### src/design/ubfr_pkg.sv
package ubfr_pkg;

   localparam int AddrWidthDefault = 32;

   localparam int CsrAddrWidth = 4;

   localparam logic [CsrAddrWidth-1:0] CSR_TIMEOUT  = 4'h0;
   localparam logic [CsrAddrWidth-1:0] CSR_MAX_SIZE = 4'h4;
   localparam logic [CsrAddrWidth-1:0] CSR_LOAD     = 4'h8;

   localparam logic [7:0]  TIMEOUT_RESET  = 8'd0;
   localparam logic [31:0] MAX_SIZE_RESET = 32'd1048576;
   localparam logic [31:0] LOAD_RESET     = 32'd0;

   localparam logic [1:0] CMD_START = 2'd0;
   localparam logic [1:0] CMD_BYTE  = 2'd1;
   localparam logic [1:0] CMD_TICK  = 2'd2;

   localparam logic [3:0] PH_IDLE     = 4'd0;
   localparam logic [3:0] PH_PREFIX   = 4'd1;
   localparam logic [3:0] PH_PROBEHDR = 4'd2;
   localparam logic [3:0] PH_SIZE     = 4'd3;
   localparam logic [3:0] PH_PAYLOAD  = 4'd4;
   localparam logic [3:0] PH_OK       = 4'd5;
   localparam logic [3:0] PH_BAD      = 4'd6;
   localparam logic [3:0] PH_BIG      = 4'd7;
   localparam logic [3:0] PH_CSUM     = 4'd8;
   localparam logic [3:0] PH_TIMEOUT  = 4'd9;

   localparam logic [2:0] ST_IDLE      = 3'd0;
   localparam logic [2:0] ST_RECEIVING = 3'd1;
   localparam logic [2:0] ST_SUCCESS   = 3'd2;
   localparam logic [2:0] ST_BAD_TYPE  = 3'd3;
   localparam logic [2:0] ST_TOO_LARGE = 3'd4;
   localparam logic [2:0] ST_CHECKSUM  = 3'd5;
   localparam logic [2:0] ST_TIMEOUT   = 3'd6;

   localparam logic [31:0] PROBE_WORD      = 32'h4F4C4548;
   localparam logic [15:0] IMAGE_TYPE_OK   = 16'h00c2;
   localparam logic [7:0]  DEFAULT_TIMEOUT = 8'd60;

   typedef struct packed {
      logic [7:0]  timeout_seconds;
      logic [31:0] max_image_size;
      logic [31:0] load_base;
   } cfg_type;

   typedef struct packed {
      logic        mem_write;
      logic [31:0] mem_addr;
      logic [7:0]  mem_data;
      logic        send_ack;
      logic [2:0]  status;
      logic [15:0] running_sum;
   } rsp_type;

   function automatic logic [2:0] status_of(input logic [3:0] ph);
      logic [2:0] st;
      case (ph)
         PH_PREFIX, PH_PROBEHDR, PH_SIZE, PH_PAYLOAD: st = ST_RECEIVING;
         PH_OK:      st = ST_SUCCESS;
         PH_BAD:     st = ST_BAD_TYPE;
         PH_BIG:     st = ST_TOO_LARGE;
         PH_CSUM:    st = ST_CHECKSUM;
         PH_TIMEOUT: st = ST_TIMEOUT;
         default:    st = ST_IDLE;
      endcase
      return st;
   endfunction

endpackage

### src/design/ubfr_csr.sv
module ubfr_csr (
   input  logic                                clock,
   input  logic                                reset,
   input  logic                                psel,
   input  logic                                penable,
   input  logic                                pwrite,
   input  logic [ubfr_pkg::CsrAddrWidth-1:0]   paddr,
   input  logic [31:0]                         pwdata,
   output logic [31:0]                         prdata,
   output logic                                pready,
   output ubfr_pkg::cfg_type                   cfg
);
   import ubfr_pkg::*;

   cfg_type cfg_ff;
   cfg_type cfg_in;
   logic    wr_en;

   assign wr_en  = psel && penable && pwrite;
   assign pready = 1'b1;
   assign cfg    = cfg_ff;

   always_comb begin
      cfg_in = cfg_ff;
      if (wr_en) begin
         case (paddr)
            CSR_TIMEOUT:  cfg_in.timeout_seconds = pwdata[7:0];
            CSR_MAX_SIZE: cfg_in.max_image_size  = pwdata;
            CSR_LOAD:     cfg_in.load_base       = pwdata;
            default:      cfg_in = cfg_ff;
         endcase
      end
   end

   always_comb begin
      case (paddr)
         CSR_TIMEOUT:  prdata = {24'd0, cfg_ff.timeout_seconds};
         CSR_MAX_SIZE: prdata = cfg_ff.max_image_size;
         CSR_LOAD:     prdata = cfg_ff.load_base;
         default:      prdata = 32'd0;
      endcase
   end

   always_ff @(posedge clock) begin
      if (reset) begin
         cfg_ff.timeout_seconds <= TIMEOUT_RESET;
         cfg_ff.max_image_size  <= MAX_SIZE_RESET;
         cfg_ff.load_base       <= LOAD_RESET;
      end else begin
         cfg_ff <= cfg_in;
      end
   end

endmodule

### src/design/ubfr_core.sv
module ubfr_core #(
   parameter int ADDR_WIDTH = ubfr_pkg::AddrWidthDefault
) (
   input  logic              clock,
   input  logic              reset,
   input  logic              step,
   input  logic [1:0]        cmd,
   input  logic [7:0]        rx_byte,
   input  ubfr_pkg::cfg_type cfg,
   output ubfr_pkg::rsp_type rsp
);
   import ubfr_pkg::*;

   logic [3:0]  phase_ff, phase_in;
   logic [1:0]  hdr_idx_ff, hdr_idx_in;
   logic [23:0] prefix_ff, prefix_in;
   logic [15:0] exp_sum_ff, exp_sum_in;
   logic [15:0] img_type_ff, img_type_in;
   logic [31:0] img_size_ff, img_size_in;
   logic [31:0] rcvd_ff, rcvd_in;
   logic [15:0] sum_ff, sum_in;
   logic [7:0]  ticks_ff, ticks_in;

   logic                  receiving;
   logic [31:0]           full_word;
   logic [7:0]            limit;
   logic [ADDR_WIDTH-1:0] addr_sum;

   assign receiving = (phase_ff >= PH_PREFIX) && (phase_ff <= PH_PAYLOAD);
   assign full_word = {rx_byte, prefix_ff};
   assign limit     = (cfg.timeout_seconds != 8'd0) ? cfg.timeout_seconds : DEFAULT_TIMEOUT;
   assign addr_sum  = ADDR_WIDTH'(cfg.load_base) + ADDR_WIDTH'(rcvd_ff);

   always_comb begin
      phase_in    = phase_ff;
      hdr_idx_in  = hdr_idx_ff;
      prefix_in   = prefix_ff;
      exp_sum_in  = exp_sum_ff;
      img_type_in = img_type_ff;
      img_size_in = img_size_ff;
      rcvd_in     = rcvd_ff;
      sum_in      = sum_ff;
      ticks_in    = ticks_ff;

      rsp           = '0;

      case (cmd)
         CMD_START: begin
            phase_in    = PH_PREFIX;
            hdr_idx_in  = 2'd0;
            prefix_in   = 24'd0;
            exp_sum_in  = 16'd0;
            img_type_in = 16'd0;
            img_size_in = 32'd0;
            rcvd_in     = 32'd0;
            sum_in      = 16'd0;
            ticks_in    = 8'd0;
         end
         CMD_BYTE: begin
            if (receiving) begin
               ticks_in   = 8'd0;
               hdr_idx_in = hdr_idx_ff + 2'd1;
               case (phase_ff)
                  PH_PREFIX: begin
                     case (hdr_idx_ff)
                        2'd0:    prefix_in[7:0]   = rx_byte;
                        2'd1:    prefix_in[15:8]  = rx_byte;
                        2'd2:    prefix_in[23:16] = rx_byte;
                        default: prefix_in        = prefix_ff;
                     endcase
                     if (hdr_idx_ff == 2'd3) begin
                        if (full_word == PROBE_WORD) begin
                           rsp.send_ack = 1'b1;
                           exp_sum_in   = 16'd0;
                           img_type_in  = 16'd0;
                           phase_in     = PH_PROBEHDR;
                        end else begin
                           exp_sum_in  = full_word[15:0];
                           img_type_in = full_word[31:16];
                           phase_in    = PH_SIZE;
                        end
                     end
                  end
                  PH_PROBEHDR: begin
                     case (hdr_idx_ff)
                        2'd0:    exp_sum_in[7:0]   = rx_byte;
                        2'd1:    exp_sum_in[15:8]  = rx_byte;
                        2'd2:    img_type_in[7:0]  = rx_byte;
                        default: img_type_in[15:8] = rx_byte;
                     endcase
                     if (hdr_idx_ff == 2'd3) begin
                        phase_in = PH_SIZE;
                     end
                  end
                  PH_SIZE: begin
                     case (hdr_idx_ff)
                        2'd0:    img_size_in[7:0]   = rx_byte;
                        2'd1:    img_size_in[15:8]  = rx_byte;
                        2'd2:    img_size_in[23:16] = rx_byte;
                        default: img_size_in[31:24] = rx_byte;
                     endcase
                     if (hdr_idx_ff == 2'd3) begin
                        if (img_type_ff != IMAGE_TYPE_OK || img_size_in == 32'd0) begin
                           phase_in = PH_BAD;
                        end else if (img_size_in > cfg.max_image_size) begin
                           phase_in = PH_BIG;
                        end else begin
                           phase_in = PH_PAYLOAD;
                        end
                     end
                  end
                  default: begin
                     hdr_idx_in    = hdr_idx_ff;
                     rsp.mem_write = 1'b1;
                     rsp.mem_addr  = 32'(addr_sum);
                     rsp.mem_data  = rx_byte;
                     sum_in        = sum_ff + {8'd0, rx_byte};
                     rcvd_in       = rcvd_ff + 32'd1;
                     if (rcvd_in >= img_size_ff) begin
                        phase_in = (sum_in == exp_sum_ff) ? PH_OK : PH_CSUM;
                     end
                  end
               endcase
            end
         end
         CMD_TICK: begin
            if (receiving) begin
               ticks_in = ticks_ff + 8'd1;
               if (ticks_in >= limit) begin
                  phase_in = PH_TIMEOUT;
               end
            end
         end
         default: phase_in = phase_ff;
      endcase

      rsp.status      = status_of(phase_in);
      rsp.running_sum = sum_in;
   end

   always_ff @(posedge clock) begin
      if (reset) begin
         phase_ff    <= PH_IDLE;
         hdr_idx_ff  <= 2'd0;
         prefix_ff   <= 24'd0;
         exp_sum_ff  <= 16'd0;
         img_type_ff <= 16'd0;
         img_size_ff <= 32'd0;
         rcvd_ff     <= 32'd0;
         sum_ff      <= 16'd0;
         ticks_ff    <= 8'd0;
      end else if (step) begin
         phase_ff    <= phase_in;
         hdr_idx_ff  <= hdr_idx_in;
         prefix_ff   <= prefix_in;
         exp_sum_ff  <= exp_sum_in;
         img_type_ff <= img_type_in;
         img_size_ff <= img_size_in;
         rcvd_ff     <= rcvd_in;
         sum_ff      <= sum_in;
         ticks_ff    <= ticks_in;
      end
   end

endmodule

### src/design/uart_boot_frame_receiver.sv
// Boot image frame receiver. One item (start, received byte or one-second tick)
// is taken per clock while rsp_ready does not hold back the result, and gives
// exactly one result item, carrying the memory write for a payload byte, the
// acknowledge request after the probe word, the status and the running 16-bit
// payload sum. Each item passes an input register and then, once the result
// register is free or being taken, the core state and the result register; a
// stalled result holds back the next item. The configuration registers are
// written through the APB port at byte addresses 0 (timeout_seconds), 4
// (max_image_size) and 8 (load_base), and are meant to change only while no item
// is in flight.
module uart_boot_frame_receiver #(
   parameter int ADDR_WIDTH = ubfr_pkg::AddrWidthDefault
) (
   input  logic                              clock,
   input  logic                              reset,
   input  logic                              req_valid,
   output logic                              req_ready,
   input  logic [1:0]                        req_cmd,
   input  logic [7:0]                        req_rx_byte,
   output logic                              rsp_valid,
   input  logic                              rsp_ready,
   output logic                              rsp_mem_write,
   output logic [31:0]                       rsp_mem_addr,
   output logic [7:0]                        rsp_mem_data,
   output logic                              rsp_send_ack,
   output logic [2:0]                        rsp_status,
   output logic [15:0]                       rsp_running_sum,
   input  logic                              psel,
   input  logic                              penable,
   input  logic                              pwrite,
   input  logic [ubfr_pkg::CsrAddrWidth-1:0] paddr,
   input  logic [31:0]                       pwdata,
   output logic [31:0]                       prdata,
   output logic                              pready
);
   import ubfr_pkg::*;

   cfg_type    cfg;
   rsp_type    rsp_next;
   rsp_type    rsp_ff;
   logic       in_valid_ff;
   logic [1:0] in_cmd_ff;
   logic [7:0] in_byte_ff;
   logic       rsp_valid_ff;
   logic       advance;

   assign advance   = in_valid_ff && (!rsp_valid_ff || rsp_ready);
   assign req_ready = !in_valid_ff || advance;

   ubfr_csr u_csr (
      .clock   (clock),
      .reset   (reset),
      .psel    (psel),
      .penable (penable),
      .pwrite  (pwrite),
      .paddr   (paddr),
      .pwdata  (pwdata),
      .prdata  (prdata),
      .pready  (pready),
      .cfg     (cfg)
   );

   ubfr_core #(
      .ADDR_WIDTH (ADDR_WIDTH)
   ) u_core (
      .clock   (clock),
      .reset   (reset),
      .step    (advance),
      .cmd     (in_cmd_ff),
      .rx_byte (in_byte_ff),
      .cfg     (cfg),
      .rsp     (rsp_next)
   );

   always_ff @(posedge clock) begin
      if (reset) begin
         in_valid_ff  <= 1'b0;
         rsp_valid_ff <= 1'b0;
      end else begin
         if (req_ready) begin
            in_valid_ff <= req_valid;
         end
         if (advance) begin
            rsp_valid_ff <= 1'b1;
         end else if (rsp_ready) begin
            rsp_valid_ff <= 1'b0;
         end
      end
   end

   always_ff @(posedge clock) begin
      if (req_valid && req_ready) begin
         in_cmd_ff  <= req_cmd;
         in_byte_ff <= req_rx_byte;
      end
      if (advance) begin
         rsp_ff <= rsp_next;
      end
   end

   assign rsp_valid       = rsp_valid_ff;
   assign rsp_mem_write   = rsp_ff.mem_write;
   assign rsp_mem_addr    = rsp_ff.mem_addr;
   assign rsp_mem_data    = rsp_ff.mem_data;
   assign rsp_send_ack    = rsp_ff.send_ack;
   assign rsp_status      = rsp_ff.status;
   assign rsp_running_sum = rsp_ff.running_sum;

endmodule

### config.mk
export PLATFORM = sky130hd
export DESIGN_NAME = uart_boot_frame_receiver
export DESIGN_NICKNAME = d
export VERILOG_FILES = /design/src/design/ubfr_pkg.sv /design/src/design/ubfr_csr.sv /design/src/design/ubfr_core.sv /design/src/design/uart_boot_frame_receiver.sv
export SDC_FILE = /design/constraint.sdc
export NUM_CORES = 1
export LEC_CHECK = 0
export ABC_AREA = 1
export BUFFER_PORTS_ARGS = -buffer_cell sky130_fd_sc_hd__buf_2
export CAP_MARGIN = 20
export CELL_PAD_IN_SITES_DETAIL_PLACEMENT = 1
export CELL_PAD_IN_SITES_GLOBAL_PLACEMENT = 2
export CORE_MARGIN = 5
export CORE_UTILIZATION = 35
export DETAILED_ROUTE_END_ITERATION = 8
export GPL_TIMING_DRIVEN = 0
export PLACE_DENSITY = 0.8
export SETUP_SLACK_MARGIN = 0.5
export SLEW_MARGIN = 20
export SYNTH_ARGS = -nofsm -noshare
export SYNTH_HDL_FRONTEND = slang
export SYNTH_SLANG_ARGS = --single-unit
### constraint.sdc
create_clock -name clock -period 5.5 [get_ports clock]
set_input_delay 0.275 -clock clock [delete_from_list [all_inputs] [get_ports clock]]
set_output_delay 0.275 -clock clock [all_outputs]
set_load 0.01 [all_outputs]
==> results of run 1 <==
metal layers:
metal  GRT usage  share of wire  vias to the layer above
met5           0        0.00028                        -
met4      0.0736          0.030                        2
met3      0.0273          0.032                       93
met2       0.428           0.50                      302
met1       0.293           0.44                     8451
li1            -              -                     8610
cell families (layout without fill, tap and decap cells):
kind of cell	after synthesis	in the layout	synth area share
AOI/OAI and AO/OA	622	622	0.193
DFF	295	295	0.374
xor gates and xnor gates	42	42	0.0212
buffers and inverters	384	638	0.0834
adders and majority gates	125	125	0.0891
other	1	2	0.000212
and+or+nand+nor	980	980	0.240
final timing paths:
kind | startpoint | endpoint | slack, ps | cells past startpoint
max | u_core.rcvd_ff[0]$_SDFFE_PP0P_ | rsp_status[1]$_DFFE_PP_ | 950 | 29
min | pwdata[23] | u_csr.cfg[23]$_SDFFE_PP0P_ | 30 | 3
max reg2reg | u_core.rcvd_ff[0]$_SDFFE_PP0P_ | rsp_status[1]$_DFFE_PP_ | 950 | 29
min reg2reg | u_core.img_type_ff[1]$_SDFFE_PP0P_ | u_core.img_type_ff[1]$_SDFFE_PP0P_ | 460 | 2
sequential cells by signal, summed over array words and instances, names as in the netlist, 2 cells and up:
signal / count
u_csr.cfg: 72
rsp_mem_addr: 32
u_core.img_size_ff: 32
u_core.rcvd_ff: 32
u_core.prefix_ff: 24
rsp_running_sum: 16
u_core.exp_sum_ff: 16
u_core.img_type_ff: 16
u_core.sum_ff: 16
in_byte_ff: 8
rsp_mem_data: 8
u_core.ticks_ff: 8
u_core.phase_ff: 4
rsp_status: 3
in_cmd_ff: 2
u_core.hdr_idx_ff: 2
cell type report:
| type | count | share of cell area |
|---|---|---|
| Antenna cell | 1 | 0.000119 |
| Buffer | 90 | 0.0180 |
| Clock buffer | 52 | 0.0513 |
| Clock inverter | 13 | 0.00595 |
| Inverter | 294 | 0.0525 |
| Multi-Input combinational cell | 1770 | 0.462 |
| Sequential cell | 295 | 0.315 |
| Tap cell | 672 | 0.0400 |
| Timing Repair Buffer | 189 | 0.0550 |
what timing repair did:
| item | in CTS | in global routing |
|---|---|---|
| pin swaps | 0 | 11 |
| cloned | 0 | 0 |
| buffers inserted | 0 | 6 |
| hold buffers | 36 | 0 |
| endpoints found under the setup margin | 3 | 3 |
| gates resized for setup | 2 | 21 |
| endpoints found under the hold margin | 41 | 0 |
power breakdown:
group	leakage [nW]	internal (mW)	switching (mW)	total [mW]
logic	5.99	0.184	0.402	0.586
clock network	0.590	1.46	0.982	2.44
registers	2.50	2.28	0.0430	2.32
metrics by stage:
stage	util	cell area, um^2	setup WS, ps	hold WS [ps]
4_1_cts	0.417	20900	508	2.26
6_report	0.420	21000	952	33.7
3_5_place_dp	0.386	19300	199	453
5_1_grt	0.420	21000	542	31.6
2_1_floorplan	-	17700	1630	374
3_3_place_gp	0.385	19300	347	449
cell usage in the layout, fill, tap and decap left out, drive strengths merged, types with 8 or more instances in the layout:
cell type    Yosys  routed
o211ai          15      15
nand2          541     541
xnor2           13      13
clkinv           2      11
nor3            28      28
dlygate4sd3      0      36
a21o             8       8
nor2           263     263
a21oi          298     298
o21a            11      11
a211oi          36      36
nand4           21      21
o221ai           8       8
nand3           99      99
clkbuf          71     123
buf             19     172
inv            292     292
edfxtp          71      71
xor2            29      29
o21ai          232     232
dfxtp          224     224
ha             123     123
nor4            15      15
worst max-delay path, delay by kind of cell (launching register included):
family | cells | cell delay [ps]
DFF | 1 | 420
buffers and inverters | 4 | 330
xor gates and xnor gates | 1 | 180
adders and majority gates | 2 | 530
and+or+nand+nor | 21 | 2750
AOI/OAI and AO/OA | 1 | 130
==> qor.yml, run 1 <==
power_and_ir_drop:
  cellPowerDensity_nw_per_um2: 255
  irDropWorstVdd_mv: 0.170
  p_leak_nw: 9.08
  power.total_mw: 5.35
drt:
  drt_iter0_drc: 829
  drt-total-wl_mm: 67.0
  first_pass_iters: 5
  ant_nets: 0
  viasPerCell: 5.17
  remaining_drc_errors: 0
  vias: 17500
  wl_per_cell_um: 19.9
run_status:
  status: "completed"
setup_path:
  slowest_stage: "dfxtp_4"
  slowest_delay_ps: 420
  worstSetupEndpointType: "register"
  arrival_ps: 4920
  crit_required_ps: 5870
  critPathKind: "register to register"
  crit_path_max_fanout: 6
  startpoint_type: "register"
global_route:
  grt_overflow: 0
  antenna_found_initial: 1
  grt_pass1_vias: 18200
  gr-usage-all-layers: 0.236
  grt_pass1_wl_mm: 104
  grt_max_degree: 40
sta:
  worst_slew_pin_slew_ps: 951
  slew-limit-headroom: 0.366
  finClkSkew_ps: 12.7
  period_minus_slack_ps: 4550
  hold_viol_final: 0
  min_period_over_period: 0.827
  rsz0062_at_grt: "no"
  clock.fmax_ghz: 0.220
  tns_ps: 0
  slew_violations: 0
  setup_viol: 0
synth:
  synth_nets: 2627
  synth_top_cells_by_count: "nand2_1 (520), a21oi_1 (291), inv_1 (272)"
  seq_area_frac_synth: 0.374
  ys_ff_latch: 295
  yosysMostFrequentCell: "nand2_1"
  async_flop_share: 0
  synth_cell_types: 58
  synth.top_cell.area_share: 0.253
  synth_warnings: 0
  synth_area_um2: 17700
  syn_inst: 2449
  synth_flop_cell: "dfxtp_1"
  synth-edff-count: 71
  synth_area_per_cell_um2: 7.23
  synthTopCellsByArea: "dfxtp_1 (25%), edfxtp_1 (12%), nand2_1 (11%)"
  yosysTopAreaCell: "dfxtp_1"
cts:
  cts-root-buf: "clkbuf_16"
  clock_sinks: 295
  htreeDepth: 2
  clock_latency_ps: 540
  cts_inserted_buffers: 37
  clk_transition_reported_paths_ps: 60
  cts_tree: "yes"
  clk_path_buf_depth: 3
cells_and_area:
  filler_cell_count: 6429
  ff_latch_area_um2: 6620
  finalNonFillerCells: 3376
  finalNetCount: 2855
  multi_input_area_um2: 9710
  drive_above_1_share: 0.122
  syn2layout_area_growth_pct: 18.6
floorplan:
  rows: 82
  die_h_um: 235
  initial_core_util: 0.354
  core_area_um2: 50100
  chipWidth_um: 235
  die-area_um2: 55200
  io-pin-count: 149
placed_design:
  io_buffer_count: 146
  gp_congestion: 0.866
  hpwl_mm: 53.1
  placed_cells: 3268
hold_path:
  hold_path_class: "primary input to register"
flow_run:
  maxCapViolCount: 0
No activity file was read; power rests on OpenSTA's default activity.
==> inputs of run 2 (changes only) <==
- clock period: 5.5 -> 4.7 ns (I/O delays scaled with it)
==> run 2 against run 1 <==
Register-to-register slack worse by 610 ps. Critical path depth down 1. Power up 18%. Global-route usage up 0.34 points. First-iteration DRC count down 6.8%. Critical endpoint unchanged.
==> qor.yml, run 2 (same netlist as run 1, synthesis figures left out) <==
run_status:
  status: "completed"
setup_path:
  crit_path_frequent_cell: "nand2_1"
  r2r_end: "rsp_status[1]$_DFFE_PP_"
  slowest_stage: "dfxtp_4"
  r2r_slack_ps: 350
  crit_path_max_fanout: 4
  endpoint: "rsp_status[1]$_DFFE_PP_"
  crit_required_ps: 5000
  crit_path_start: "u_core.rcvd_ff[0]$_SDFFE_PP0P_"
  slowest_delay_ps: 420
  startpoint_type: "register"
  r2r_start: "u_core.rcvd_ff[0]$_SDFFE_PP0P_"
  arrival_ps: 4650
  rr_worst_depth: 28
  critPathKind: "register to register"
  worstSetupEndpointType: "register"
floorplan:
  core_area_um2: 50100
  chipWidth_um: 235
  rows: 82
  die_h_um: 235
  die-area_um2: 55200
  initial_core_util: 0.354
  io-pin-count: 149
global_route:
  gr-usage-all-layers: 0.240
  grt_max_degree: 40
  antenna_found_initial: 2
  grt_pass1_vias: 18500
  grt_overflow: 0
  grt_pass1_wl_mm: 106
sta:
  timing.hold.ws_ps: 39.9
  tns_ps: 0
  min_period_over_period: 0.926
  finClkSkew_ps: 15.6
  fin_ws_ps: 346
  worst_slew_pin_slew_ps: 960
  rsz0062_at_grt: "yes"
  period_minus_slack_ps: 4350
  slew-limit-headroom: 0.360
  setup_viol: 0
  clock.fmax_ghz: 0.230
  slew_violations: 0
  hold_viol_final: 0
cells_and_area:
  syn2layout_area_growth_pct: 20.9
  drive_above_1_share: 0.139
  finalNetCount: 2885
  final_cell_area_um2: 21400
  filler_cell_count: 6411
  finalNonFillerCells: 3406
  fin_util: 0.428
  largest_register_ffs: 72
  mostFrequentLayoutCells: "nand2_1 (510), a21oi_1 (287), inv_1 (267)"
  layout_commonest_cell: "nand2_1"
cts:
  clock_latency_ps: 540
  clock_sinks: 295
  cts_tree: "yes"
  htreeDepth: 2
  cts-root-buf: "clkbuf_16"
  clk_transition_reported_paths_ps: 60
  clk_path_buf_depth: 3
  cts_inserted_buffers: 37
power_and_ir_drop:
  power.total_mw: 6.29
  p_clk_frac: 0.455
  p_seq_frac: 0.432
  p_switching_mw: 1.69
  cellPowerDensity_nw_per_um2: 294
  irDropWorstVdd_mv: 0.198
  p_int_mw: 4.60
  switching_share: 0.269
  p_leak_nw: 9.24
  pwr-share-comb: 0.113
placed_design:
  hpwl_mm: 53.1
  dpl_cell_area_um2: 19300
  io_buffer_count: 146
  place_ws_ps: -601
  placed_cells: 3268
  gp_congestion: 0.866
drt:
  wl_per_cell_um: 20.0
  ant_nets: 0
  vias: 17600
  first_pass_iters: 7
  remaining_drc_errors: 0
  viasPerCell: 5.16
  drt-total-wl_mm: 68.0
  drt_iter0_drc: 773
hold_path:
  holdPathStages: 3
  hold_path_class: "primary input to register"
flow_run:
  maxCapViolCount: 0
## run 2: changes by cell type in the layout (fill, tap and decap cells not counted), sizes merged
cell,delta
buf,+23
dlygate4sd3,+7
## run 2: layer usage
| layer | wire length [um] | GRT usage | share of wire | up-vias |
|---|---|---|---|---|
| met5 | 39 | 0 | 0.00057 | - |
| met4 | 2070 | 0.0745 | 0.030 | 4 |
| met3 | 2490 | 0.0305 | 0.037 | 96 |
| met2 | 34100 | 0.436 | 0.50 | 302 |
| met1 | 29300 | 0.295 | 0.43 | 8473 |
| li1 | - | - | - | 8687 |
## run 2: final cells by class
class	instances	area [um^2]	area share
multi-input combinational	1770	9850	0.460
clock buffer	52	1080	0.0503
antenna	1	2.50	0.000117
clock inverter	13	125	0.00584
inverter	294	1100	0.0515
timing repair buffer	219	1400	0.0653
buffer	90	378	0.0177
tap	672	841	0.0393
sequential	295	6630	0.310
## run 2: power by group through the flow
stage                     clock network (mW)  logic, mW  registers, mW
after CTS                               2.95      0.701           2.72
after global placement                     0      0.631           2.77
final                                   2.86      0.714           2.72
after global routing                    3.05      0.793           2.72
after floorplan                            0      0.391           2.76
after detailed placement                   0      0.651           2.77
## run 2: worst min-delay path by stage
stage / from / endpoint
final: pwdata[1] / u_csr.cfg[33]$_SDFFE_PP0P_
after global routing: pwdata[1] / u_csr.cfg[33]$_SDFFE_PP0P_
after CTS: pwdata[1] / u_csr.cfg[33]$_SDFFE_PP0P_
after detailed placement: req_rx_byte[3] / in_byte_ff[3]$_DFFE_PP_
after global placement: req_rx_byte[7] / in_byte_ff[7]$_DFFE_PP_
after floorplan: req_rx_byte[0] / in_byte_ff[0]$_DFFE_PP_
## run 2: what timing repair did
| item | 4_1_cts | 5_1_grt |
|---|---|---|
| pin swaps | 17 | 28 |
| cloned | 0 | 0 |
| hold buffers | 43 | 0 |
| buffers inserted | 23 | 6 |
| setup endpoints to repair | 7 | 4 |
| gates resized for setup | 35 | 26 |
| endpoints found under the hold margin | 61 | 0 |
## run 2: worst max-delay path: cells and delay by family, from the launching register on
kind	cells	cell delay, ps
buffers and inverters	3	300
and+or+nand+nor	18	2130
AOI/OAI and AO/OA	4	540
adders and majority gates	2	520
xor gates and xnor gates	1	180
DFF	1	420
